<file path="src/hdl/bt709c_pkg.sv">
package bt709c_pkg;

    typedef enum logic {
        ACT_FWD = 1'b0,
        ACT_INV = 1'b1
    } t_act;

    typedef struct packed {
        t_act act;
        logic last;
    } t_ctl;

    // Q2.16 coefficients and reciprocals
    localparam logic signed [17:0] K_R  = 18'sd13933;
    localparam logic signed [17:0] K_G  = 18'sd46871;
    localparam logic signed [17:0] K_B  = 18'sd4732;
    localparam logic signed [17:0] K_CB = 18'sd35318;
    localparam logic signed [17:0] K_CR = 18'sd41615;
    localparam logic signed [17:0] K_RV = 18'sd103206;
    localparam logic signed [17:0] K_BV = 18'sd121607;
    localparam logic signed [17:0] K_IG = 18'sd91633;

endpackage

</file>
<file path="src/hdl/bt709c_lin.sv">
module bt709c_lin #(
    parameter int COMP_BITS = 12
) (
    input  logic                          i_clk,
    input  logic                          i_en,
    input  bt709c_pkg::t_ctl              i_ctl,
    input  logic [COMP_BITS-1:0]          i_a,
    input  logic [COMP_BITS-1:0]          i_b,
    input  logic [COMP_BITS-1:0]          i_c,
    output bt709c_pkg::t_ctl              o_ctl,
    output logic signed [COMP_BITS+18:0]  o_s0,
    output logic signed [COMP_BITS+18:0]  o_s1,
    output logic signed [COMP_BITS+18:0]  o_s2
);
    import bt709c_pkg::*;

    localparam int WA = COMP_BITS + 19;
    localparam logic signed [WA-1:0] HALF = WA'(2 ** (COMP_BITS - 1));

    logic signed [WA-1:0] a_x, b_x, c_x, ys;
    logic signed [WA-1:0] n_s0, n_s1, n_s2;
    logic signed [WA-1:0] r_s0, r_s1, r_s2;
    t_ctl                 r_ctl;

    assign a_x = WA'($signed({1'b0, i_a}));
    assign b_x = WA'($signed({1'b0, i_b}));
    assign c_x = WA'($signed({1'b0, i_c}));

    always_comb begin
        ys = K_R * a_x + K_G * b_x + K_B * c_x;
        if (i_ctl.act == ACT_INV) begin
            // s0: R accumulator, s1: Y scaled, s2: B accumulator
            n_s0 = (a_x <<< 16) + K_RV * (c_x - HALF);
            n_s1 = a_x <<< 16;
            n_s2 = (a_x <<< 16) + K_BV * (b_x - HALF);
        end else begin
            n_s0 = ys;
            n_s1 = (c_x <<< 16) - ys;
            n_s2 = (a_x <<< 16) - ys;
        end
    end

    always_ff @(posedge i_clk) begin
        if (i_en) begin
            r_ctl <= i_ctl;
            r_s0  <= n_s0;
            r_s1  <= n_s1;
            r_s2  <= n_s2;
        end
    end

    assign o_ctl = r_ctl;
    assign o_s0  = r_s0;
    assign o_s1  = r_s1;
    assign o_s2  = r_s2;

endmodule

</file>
<file path="src/hdl/bt709c_mix.sv">
module bt709c_mix #(
    parameter int COMP_BITS = 12
) (
    input  logic                          i_clk,
    input  logic                          i_en,
    input  bt709c_pkg::t_ctl              i_ctl,
    input  logic signed [COMP_BITS+18:0]  i_s0,
    input  logic signed [COMP_BITS+18:0]  i_s1,
    input  logic signed [COMP_BITS+18:0]  i_s2,
    output bt709c_pkg::t_ctl              o_ctl,
    output logic signed [COMP_BITS+18:0]  o_p0,
    output logic signed [COMP_BITS+35:0]  o_p1,
    output logic signed [COMP_BITS+35:0]  o_p2
);
    import bt709c_pkg::*;

    localparam int WA = COMP_BITS + 19;
    localparam int WB = COMP_BITS + 36;

    logic signed [WB-1:0] s0_x, s1_x, s2_x;
    logic signed [WB-1:0] n_p1, n_p2;
    logic signed [WA-1:0] r_p0;
    logic signed [WB-1:0] r_p1, r_p2;
    t_ctl                 r_ctl;

    assign s0_x = WB'(i_s0);
    assign s1_x = WB'(i_s1);
    assign s2_x = WB'(i_s2);

    always_comb begin
        if (i_ctl.act == ACT_INV) begin
            // green numerator at scale 2^32
            n_p1 = (s1_x <<< 16) - K_R * s0_x - K_B * s2_x;
            n_p2 = s2_x;
        end else begin
            n_p1 = s1_x * K_CB;
            n_p2 = s2_x * K_CR;
        end
    end

    always_ff @(posedge i_clk) begin
        if (i_en) begin
            r_ctl <= i_ctl;
            r_p0  <= i_s0;
            r_p1  <= n_p1;
            r_p2  <= n_p2;
        end
    end

    assign o_ctl = r_ctl;
    assign o_p0  = r_p0;
    assign o_p1  = r_p1;
    assign o_p2  = r_p2;

endmodule

</file>
<file path="src/hdl/bt709c_rnd.sv">
module bt709c_rnd #(
    parameter int COMP_BITS = 12
) (
    input  logic                          i_clk,
    input  logic                          i_en,
    input  bt709c_pkg::t_ctl              i_ctl,
    input  logic signed [COMP_BITS+18:0]  i_p0,
    input  logic signed [COMP_BITS+35:0]  i_p1,
    input  logic signed [COMP_BITS+35:0]  i_p2,
    output bt709c_pkg::t_ctl              o_ctl,
    output logic signed [COMP_BITS+5:0]   o_v0,
    output logic signed [COMP_BITS+37:0]  o_q1,
    output logic signed [COMP_BITS+5:0]   o_v2
);
    import bt709c_pkg::*;

    localparam int WA = COMP_BITS + 19;
    localparam int WB = COMP_BITS + 36;
    localparam int WG = COMP_BITS + 38;
    localparam int WR = COMP_BITS + 6;

    localparam logic signed [WA-1:0] RA16   = WA'(32768);
    localparam logic signed [WB-1:0] RB16   = WB'(32768);
    localparam logic signed [WB-1:0] RB31   = WB'(1) <<< 31;
    localparam logic signed [WB-1:0] HALF_B = WB'(2 ** (COMP_BITS - 1));

    logic signed [WA-1:0] t0;
    logic signed [WB-1:0] t1, t2;
    logic signed [WG-1:0] gn;
    logic signed [WR-1:0] n_v0, n_v2;
    logic signed [WG-1:0] n_q1;
    logic signed [WR-1:0] r_v0, r_v2;
    logic signed [WG-1:0] r_q1;
    t_ctl                 r_ctl;

    always_comb begin
        t0   = (i_p0 + RA16) >>> 16;
        n_v0 = WR'(t0);
        if (i_ctl.act == ACT_INV) begin
            t1   = (i_p1 + RB16) >>> 16;
            gn   = WG'(t1);
            n_q1 = gn * K_IG;
            t2   = (i_p2 + RB16) >>> 16;
        end else begin
            t1   = ((i_p1 + RB31) >>> 32) + HALF_B;
            gn   = WG'(t1);
            n_q1 = gn;
            t2   = ((i_p2 + RB31) >>> 32) + HALF_B;
        end
        n_v2 = WR'(t2);
    end

    always_ff @(posedge i_clk) begin
        if (i_en) begin
            r_ctl <= i_ctl;
            r_v0  <= n_v0;
            r_q1  <= n_q1;
            r_v2  <= n_v2;
        end
    end

    assign o_ctl = r_ctl;
    assign o_v0  = r_v0;
    assign o_q1  = r_q1;
    assign o_v2  = r_v2;

endmodule

</file>
<file path="src/hdl/bt709c_out.sv">
module bt709c_out #(
    parameter int COMP_BITS = 12
) (
    input  logic                          i_clk,
    input  logic                          i_en,
    input  bt709c_pkg::t_ctl              i_ctl,
    input  logic signed [COMP_BITS+5:0]   i_v0,
    input  logic signed [COMP_BITS+37:0]  i_q1,
    input  logic signed [COMP_BITS+5:0]   i_v2,
    output logic [COMP_BITS-1:0]          o_c0,
    output logic [COMP_BITS-1:0]          o_c1,
    output logic [COMP_BITS-1:0]          o_c2,
    output logic                          o_last
);
    import bt709c_pkg::*;

    localparam int WG = COMP_BITS + 38;
    localparam int WR = COMP_BITS + 6;

    localparam logic signed [WG-1:0] RG31 = WG'(1) <<< 31;
    localparam logic signed [WR-1:0] CMAX = WR'((2 ** COMP_BITS) - 1);

    logic signed [WG-1:0]  t1;
    logic signed [WR-1:0]  v1;
    logic [COMP_BITS-1:0]  n_c0, n_c1, n_c2;
    logic [COMP_BITS-1:0]  r_c0, r_c1, r_c2;
    logic                  r_last;

    function automatic logic [COMP_BITS-1:0] clampc(input logic signed [WR-1:0] v);
        logic [COMP_BITS-1:0] res;
        if (v < 0) begin
            res = '0;
        end else if (v > CMAX) begin
            res = '1;
        end else begin
            res = v[COMP_BITS-1:0];
        end
        return res;
    endfunction

    always_comb begin
        if (i_ctl.act == ACT_INV) begin
            t1 = (i_q1 + RG31) >>> 32;
        end else begin
            t1 = i_q1;
        end
        v1   = WR'(t1);
        n_c0 = clampc(i_v0);
        n_c1 = clampc(v1);
        n_c2 = clampc(i_v2);
    end

    always_ff @(posedge i_clk) begin
        if (i_en) begin
            r_c0   <= n_c0;
            r_c1   <= n_c1;
            r_c2   <= n_c2;
            r_last <= i_ctl.last;
        end
    end

    assign o_c0   = r_c0;
    assign o_c1   = r_c1;
    assign o_c2   = r_c2;
    assign o_last = r_last;

endmodule

</file>
<file path="src/hdl/bt709_rgb_ycbcr_converter.sv">
// BT.709 full-range colour converter. tuser = 0 takes R, G, B and gives Y, Cb, Cr
// (Cb and Cr offset by one half); tuser = 1 takes Y, Cb, Cr and gives R, G, B.
// Components are unsigned COMP_BITS-bit fractions, all results rounded half-up and
// clamped to the component range; tlast is carried alongside each pixel. One
// pixel per clock is accepted and delivered while m_axis_tready is high; each
// accepted request passes through the four register stages (linear
// combination, coefficient products, rounding with the green reciprocal product,
// final rounding and clamp into the output register). Back-pressure ripples up
// the stages, so bubbles are squeezed out before s_axis_tready drops.
module bt709_rgb_ycbcr_converter #(
    parameter int COMP_BITS = 12
) (
    input  logic                                   i_clk,
    input  logic                                   i_rst_n,
    input  logic                                   s_axis_tvalid,
    output logic                                   s_axis_tready,
    // comp_first, comp_second, comp_third, zero pad to bytes
    input  logic [((3*COMP_BITS+7)/8)*8-1:0]       s_axis_tdata,
    // action
    input  logic                                   s_axis_tuser,
    input  logic                                   s_axis_tlast,
    output logic                                   m_axis_tvalid,
    input  logic                                   m_axis_tready,
    // out_first, out_second, out_third, zero pad to bytes
    output logic [((3*COMP_BITS+7)/8)*8-1:0]       m_axis_tdata,
    output logic                                   m_axis_tlast
);
    import bt709c_pkg::*;

    localparam int TDW = ((3 * COMP_BITS + 7) / 8) * 8;

    logic r_va, r_vb, r_vc, r_vd;
    logic rdy_a, rdy_b, rdy_c, rdy_d;

    t_ctl in_ctl, ctl_a, ctl_b, ctl_c;

    logic signed [COMP_BITS+18:0] s0, s1, s2, p0;
    logic signed [COMP_BITS+35:0] p1, p2;
    logic signed [COMP_BITS+5:0]  v0, v2;
    logic signed [COMP_BITS+37:0] q1;
    logic [COMP_BITS-1:0]         c0, c1, c2;

    // a stage loads when empty or when its contents move on
    assign rdy_d = !r_vd || m_axis_tready;
    assign rdy_c = !r_vc || rdy_d;
    assign rdy_b = !r_vb || rdy_c;
    assign rdy_a = !r_va || rdy_b;

    always_ff @(posedge i_clk) begin
        if (!i_rst_n) begin
            r_va <= 1'b0;
            r_vb <= 1'b0;
            r_vc <= 1'b0;
            r_vd <= 1'b0;
        end else begin
            if (rdy_a) begin
                r_va <= s_axis_tvalid;
            end
            if (rdy_b) begin
                r_vb <= r_va;
            end
            if (rdy_c) begin
                r_vc <= r_vb;
            end
            if (rdy_d) begin
                r_vd <= r_vc;
            end
        end
    end

    always_comb begin
        in_ctl.act  = t_act'(s_axis_tuser);
        in_ctl.last = s_axis_tlast;
    end

    bt709c_lin #(.COMP_BITS(COMP_BITS)) u_lin (
        .i_clk (i_clk),
        .i_en  (rdy_a),
        .i_ctl (in_ctl),
        .i_a   (s_axis_tdata[COMP_BITS-1:0]),
        .i_b   (s_axis_tdata[2*COMP_BITS-1:COMP_BITS]),
        .i_c   (s_axis_tdata[3*COMP_BITS-1:2*COMP_BITS]),
        .o_ctl (ctl_a),
        .o_s0  (s0),
        .o_s1  (s1),
        .o_s2  (s2)
    );

    bt709c_mix #(.COMP_BITS(COMP_BITS)) u_mix (
        .i_clk (i_clk),
        .i_en  (rdy_b),
        .i_ctl (ctl_a),
        .i_s0  (s0),
        .i_s1  (s1),
        .i_s2  (s2),
        .o_ctl (ctl_b),
        .o_p0  (p0),
        .o_p1  (p1),
        .o_p2  (p2)
    );

    bt709c_rnd #(.COMP_BITS(COMP_BITS)) u_rnd (
        .i_clk (i_clk),
        .i_en  (rdy_c),
        .i_ctl (ctl_b),
        .i_p0  (p0),
        .i_p1  (p1),
        .i_p2  (p2),
        .o_ctl (ctl_c),
        .o_v0  (v0),
        .o_q1  (q1),
        .o_v2  (v2)
    );

    bt709c_out #(.COMP_BITS(COMP_BITS)) u_out (
        .i_clk  (i_clk),
        .i_en   (rdy_d),
        .i_ctl  (ctl_c),
        .i_v0   (v0),
        .i_q1   (q1),
        .i_v2   (v2),
        .o_c0   (c0),
        .o_c1   (c1),
        .o_c2   (c2),
        .o_last (m_axis_tlast)
    );

    assign s_axis_tready = rdy_a;
    assign m_axis_tvalid = r_vd;
    assign m_axis_tdata  = TDW'({c2, c1, c0});

endmodule
</file>
<file path="config.mk">
export PLATFORM = sky130hd
export DESIGN_NAME = bt709_rgb_ycbcr_converter
export DESIGN_NICKNAME = d
export VERILOG_FILES = /design/src/hdl/bt709c_pkg.sv /design/src/hdl/bt709c_lin.sv /design/src/hdl/bt709c_mix.sv /design/src/hdl/bt709c_rnd.sv /design/src/hdl/bt709c_out.sv /design/src/hdl/bt709_rgb_ycbcr_converter.sv
export SDC_FILE = /design/constraint.sdc
export NUM_CORES = 2
export LEC_CHECK = 0
export ABC_AREA = 1
export CORE_MARGIN = 10
export CORE_UTILIZATION = 40
export DETAILED_ROUTE_END_ITERATION = 10
export DONT_BUFFER_PORTS = 1
export GPL_ROUTABILITY_DRIVEN = 0
export GPL_TIMING_DRIVEN = 1
export PLACE_DENSITY = 0.55
export SLEW_MARGIN = 20
export SYNTH_ARGS = -nofsm -noshare
export SYNTH_HDL_FRONTEND = slang
export SYNTH_SLANG_ARGS = --single-unit
</file>
<file path="constraint.sdc">
create_clock -name i_clk -period 9.3 [get_ports i_clk]
set_clock_uncertainty 0.2 [all_clocks]
set_input_delay 1.86 -clock i_clk [delete_from_list [all_inputs] [get_ports i_clk]]
set_output_delay 1.86 -clock i_clk [all_outputs]
set_load 0.01 [all_outputs]
</file>
After elaboration in Yosys (flattened, before gate mapping) --
Index checks and enable logic that the tools add are counted. W data, S select, Z words.
Word-level totals: register bits after elaboration 350, bits of input ports 46, output and inout bits 43, logic and storage cells 78
Operators by class: add/sub/neg operators 18, multipliers 10, magnitude comparators 6, multiplexer cells 11, reduce and logical (&&, ||, !) cells 8
Operator list (count):
- $add A48 B33 Y48 const B | 2
- $mux W48 | 2
- $add A29 B31 Y31 | 2
- $add A31 B31 Y31 | 2
- $mux W31 | 2
- $sub A29 B31 Y31 | 2
- $add A50 B33 Y50 const B | 1
- $mul A32 B18 Y50 const B | 1
- $mux W50 | 1
- $add A48 B17 Y48 const B | 1
- $mul A31 B17 Y48 const B | 1
- $sub A47 B46 Y48 | 1
- $sub A48 B48 Y48 | 1
- $mul A31 B16 Y47 const B | 1
- $mul A15 B31 Y46 const A | 1
- $mul A12 B31 Y43 const A | 1
- $gt A18 B13 Y1 const B | 2
- $lt A18 B1 Y1 const B | 2
- $mux W12 | 3
- $mux W18 | 2
- $add A16 B13 Y17 const B | 2
- $add A34 B17 Y34 const B | 1
- $add A31 B17 Y31 const B | 1
- $mul A17 B31 Y30 const A | 1
- 10 further kinds | 17

Longest topological paths before layout --
depth after elaboration 5, mapped depth 45, depth with buffers taken out 45

Hierarchy --
Synthesis repeated with hierarchy kept, for this count alone.
Second synthesis, totals: cells, all modules 11063, area, all modules 90803.3 um2
By module, submodules not included:
- bt709c_mix | times used 1, cells each 5487, area each 45750.1 um2, sequential area each 3873.7 um2
- bt709c_lin | times used 1, cells each 3010, area each 25124.1 um2, sequential area each 2822.7 um2
- bt709c_rnd | times used 1, cells each 2288, area each 17546.8 um2, sequential area each 2552.4 um2
- bt709c_out | times used 1, cells each 254, area each 2182.1 um2, sequential area each 1111.1 um2
- bt709_rgb_ycbcr_converter | times used 1, cells each 24, area each 200.2 um2, sequential area each 80.1 um2

Worst setup path before layout --
OpenSTA, ideal clock, no wires.
kind reg2reg, start register u_lin.r_s2[30] (netlist: u_lin.o_s2[30]), end register u_mix.r_p1[43] (netlist: u_mix.o_p1[43]), data pin, data arrival time 9301 ps, required time 8842 ps, setup slack -460 ps, cell stages (with the launch flop) 38, path buffers 2, period minus slack after synthesis 9760 ps, path through edfxtp_1 clkbuf_1 inv_1 clkbuf_1 o21ai_0 ha_1 inv_1 fa_1 fa_1 inv_1 ha_1 nand2_1 nor4_1 inv_1 nor4_1 nand3_1 nand3_1 nand2_1 [2 not listed] ha_1 fa_1 inv_1 fa_1 inv_1 fa_1 fa_1 inv_1 ha_1 nand2_1 nor2_1 inv_1 nor4_1 nand3_1 nand3_1 a21oi_1 o21ai_0 nand2_1
Between the ends: cells in the longest elaborated chain, start to end 3
Ends and longest elaborated chain:
- start, declared | RTL line bt709c_lin.sv:22 | logic signed [WA-1:0] r_s0, r_s1, r_s2;
- start signal, assigned | RTL line bt709c_lin.sv:48 | r_s2 <= n_s2;
- $mul A12 B31 Y43 | RTL line bt709c_mix.sv:33 | n_p1 = (s1_x <<< 16) - K_R * s0_x - K_B * s2_x;
- $sub A48 B48 Y48 | RTL line bt709c_mix.sv:33
- $mux W48 | RTL line bt709c_mix.sv:31 | if (i_ctl.act == ACT_INV) begin
- named net u_mix.n_p1[43] | RTL line bt709c_mix.sv:21 | logic signed [WB-1:0] n_p1, n_p2;
- end signal, assigned | RTL line bt709c_mix.sv:45 | r_p1 <= n_p1;
- end, declared | RTL line bt709c_mix.sv:23 | logic signed [WB-1:0] r_p1, r_p2;
The timed path passes the listed nets, and every way through them passes these cells. A chain may end at the register's enable or synchronous reset.

Final worst setup path --
start register u_lin.r_s2[8] (netlist: u_lin.o_s2[8]), end register u_mix.r_p1[46] (netlist: u_mix.o_p1[46]), data pin
The elaborated chain is that of the path after synthesis.

==> flow_summary.ini <==
[global_route]
antenna_found_initial = 6
top_usage_layer = met2
grt_use_met3_pct = 2.154
use_met2_pct = 37.78
grt_pass1_vias = 72563
grt_usage_pct = 21.73
grt_overflow = 0
grt_pass1_wl_mm = 399.4
grt_max_degree = 100
global_route.usage.met1_pct = 28.55

[cts]
cts.clk_slew.worst_paths_ps = 50
cts_buffers = 36
clk_latency_ps = 590
cts.sinks = 291
cts-htree-levels = 2
cts-root-buf = clkbuf_16
cts_tree = yes
cts_buffer_depth = 3

[synth]
synth_enable_flop_cells = 287
synthTopCellsByArea = fa_1 32%, ha_1 20%, inv_1 13%, edfxtp_1 10%, nand2_1 5.7%
synthFlopType = edfxtp_1
synth_top_area_share_pct = 32.18
synth_cell_types = 77
synth_top_area_cell = fa_1
synth_seq_area_share_pct = 10.19
synthesis.area_um2 = 85360
synth_seq_cells = 291
synthCells = 10147
synth-async-reset-ratio_pct = 0
yosys_warnings = 0
avgSynthCellArea_um2 = 8.412

[setup_path]
worst-path-max-fanout = 8
end_kind = register
critPathSlowestCell = fa_1
slowest_delay_ps = 600
cp.arrival_ps = 9240
start_kind = register
worstSetupStartpoint = u_lin.o_s2[8]
worstSetupPathType = register to register
ff2ff_setup_slack_ps = 180
cp.required_ps = 9430
path_common_cell = fa_1
timing.rr.start = u_lin.o_s2[8]

[timing]
holdWs_ps = 218.7
worstMarginPinSlew_ps = 1059
final-hold-violation-count = 0
rsz0062_at_grt = yes
finalMaxSlewViolations = 0
post-route-min-period_ps = 9118
fin_crit_sh_pct = 98.05
fmax_mhz = 109.7
relSlewSlack_pct = 29.40
final-setup-viol-count = 0

[route]
dr.pass1.iters = 6
route.detailed.drc = 0
drt_iter0_drc = 3954
wl_mm = 251.4
wl_per_cell_um = 18.17
vias = 68067
via_per_inst = 4.920
postRouteAntennaNets = 0

[flow_run]
drv_cap = 0

[die]
die_w_um = 482.0
die_h_um = 482.0
coreArea_um2 = 212100
initial_core_util_pct = 40.25
dieArea_um2 = 232300
io_pins = 89
num_rows = 169

[outcome]
status = complete, no violations

[place]
postPlaceCellArea_um2 = 94990
portBuffers = 0
hpwl_mm = 222.2

[final_layout]
final_cell_mix = 2960 x inv_1, 1356 x fa_1, 1297 x ha_1
final_area_um2 = 99090
syn2layout_area_growth_pct = 16.09
final_nets = 13802
layout_commonest_cell = inv_1
drive_gt1_share_pct = 13.42

[min_path]
hold_class = register to register
holdCritStartpoint = u_rnd.o_ctl[0]
## what timing repair did
item,in CTS,in global routing
pin swaps,48,166
endpoints found under the hold margin,0,0
setup buffers,12,31
gates resized for setup,138,392
hold buffers,0,0
setup endpoints to repair,30,59
## registers in the layout (all words and copies together) (netlist names), 15 cells and up
name / flops
u_rnd.o_v2: 18
u_rnd.o_v0: 15
u_lin.o_s2: 31
u_mix.o_p1: 33
u_lin.o_s1: 31
u_mix.o_p0: 16
u_lin.o_s0: 30
u_mix.o_p2: 33
u_rnd.o_q1: 37
## critical path, delay by kind of cell, from the launching register on
kind | cells | cell delay (ps)
AOI/OAI and AO/OA | 2 | 240
xor gates and xnor gates | 1 | 160
adders and majority gates | 11 | 4820
buffers and inverters | 12 | 1310
DFF | 1 | 420
and+or+nand+nor | 16 | 1670
## final cells by class
cell class / count / area, um2
fillers: 20541 / 113000
repair buffers: 865 / 6746
well taps: 2821 / 3530
flip-flops and latches: 291 / 8698
inverters: 3009 / 11300
clock inverters: 17 / 145.1
multi-input cells: 6789 / 67750
clock buffers: 43 / 927.1
diodes: 1 / 2.502
## per-layer routing
metal | share of wire (%) | vias to the layer above
li1 | - | 32925
met1 | 44 | 33232
met2 | 48 | 1525
met3 | 4.4 | 379
met4 | 3.8 | 6
met5 | 0.018 | -
## logic make-up (layout without fill, tap and decap cells)
logic type	count (synthesis)	after routing	share of synthesized area, %
other	1	5	0.004393
AND/OR/NAND/NOR	2397	2397	11.90
buffers and inverters	3070	3934	13.54
multiplexers	3	3	0.03518
XOR/XNOR	328	328	3.383
AO/OA/AOI/OAI	1293	1293	8.374
adder cells (fa/ha/maj)	2764	2764	52.58
flip-flops	291	291	10.19
## cells in the mapped netlist, drive strengths merged (64+ instances only)
cell and count:
inv 3008, ha 1392, fa 1372, nand2 1330, nor2 571, a21oi 570
o21ai 458, edfxtp 287, nand3 263, xor2 190, xnor2 138, nor3 74
a31oi 64
## path summary, 6_finish.rpt
path / to / cells past startpoint
setup / recovery: u_mix.o_p1[46] / 42
hold / removal: u_out.o_last / 0
setup reg to reg: u_mix.o_p1[46] / 42
hold reg to reg: u_out.o_last / 0
## metrics by stage
step	setup WS [ps]	util [%]	setup TNS, ps	instances
5_1_grt	-159.1	46.72	-975.8	13835
3_3_place_gp	-672.4	44.78	-21240	13733
4_1_cts	-19.41	45.67	-19.41	13805
3_5_place_dp	-667.2	44.79	-19930	13733
2_1_floorplan	76.46	-	0	10150
6_report	181.7	46.72	0	13836
Power is not shown: default switching activity piles up to over one toggle a cycle in this logic, so the estimate is an artifact.
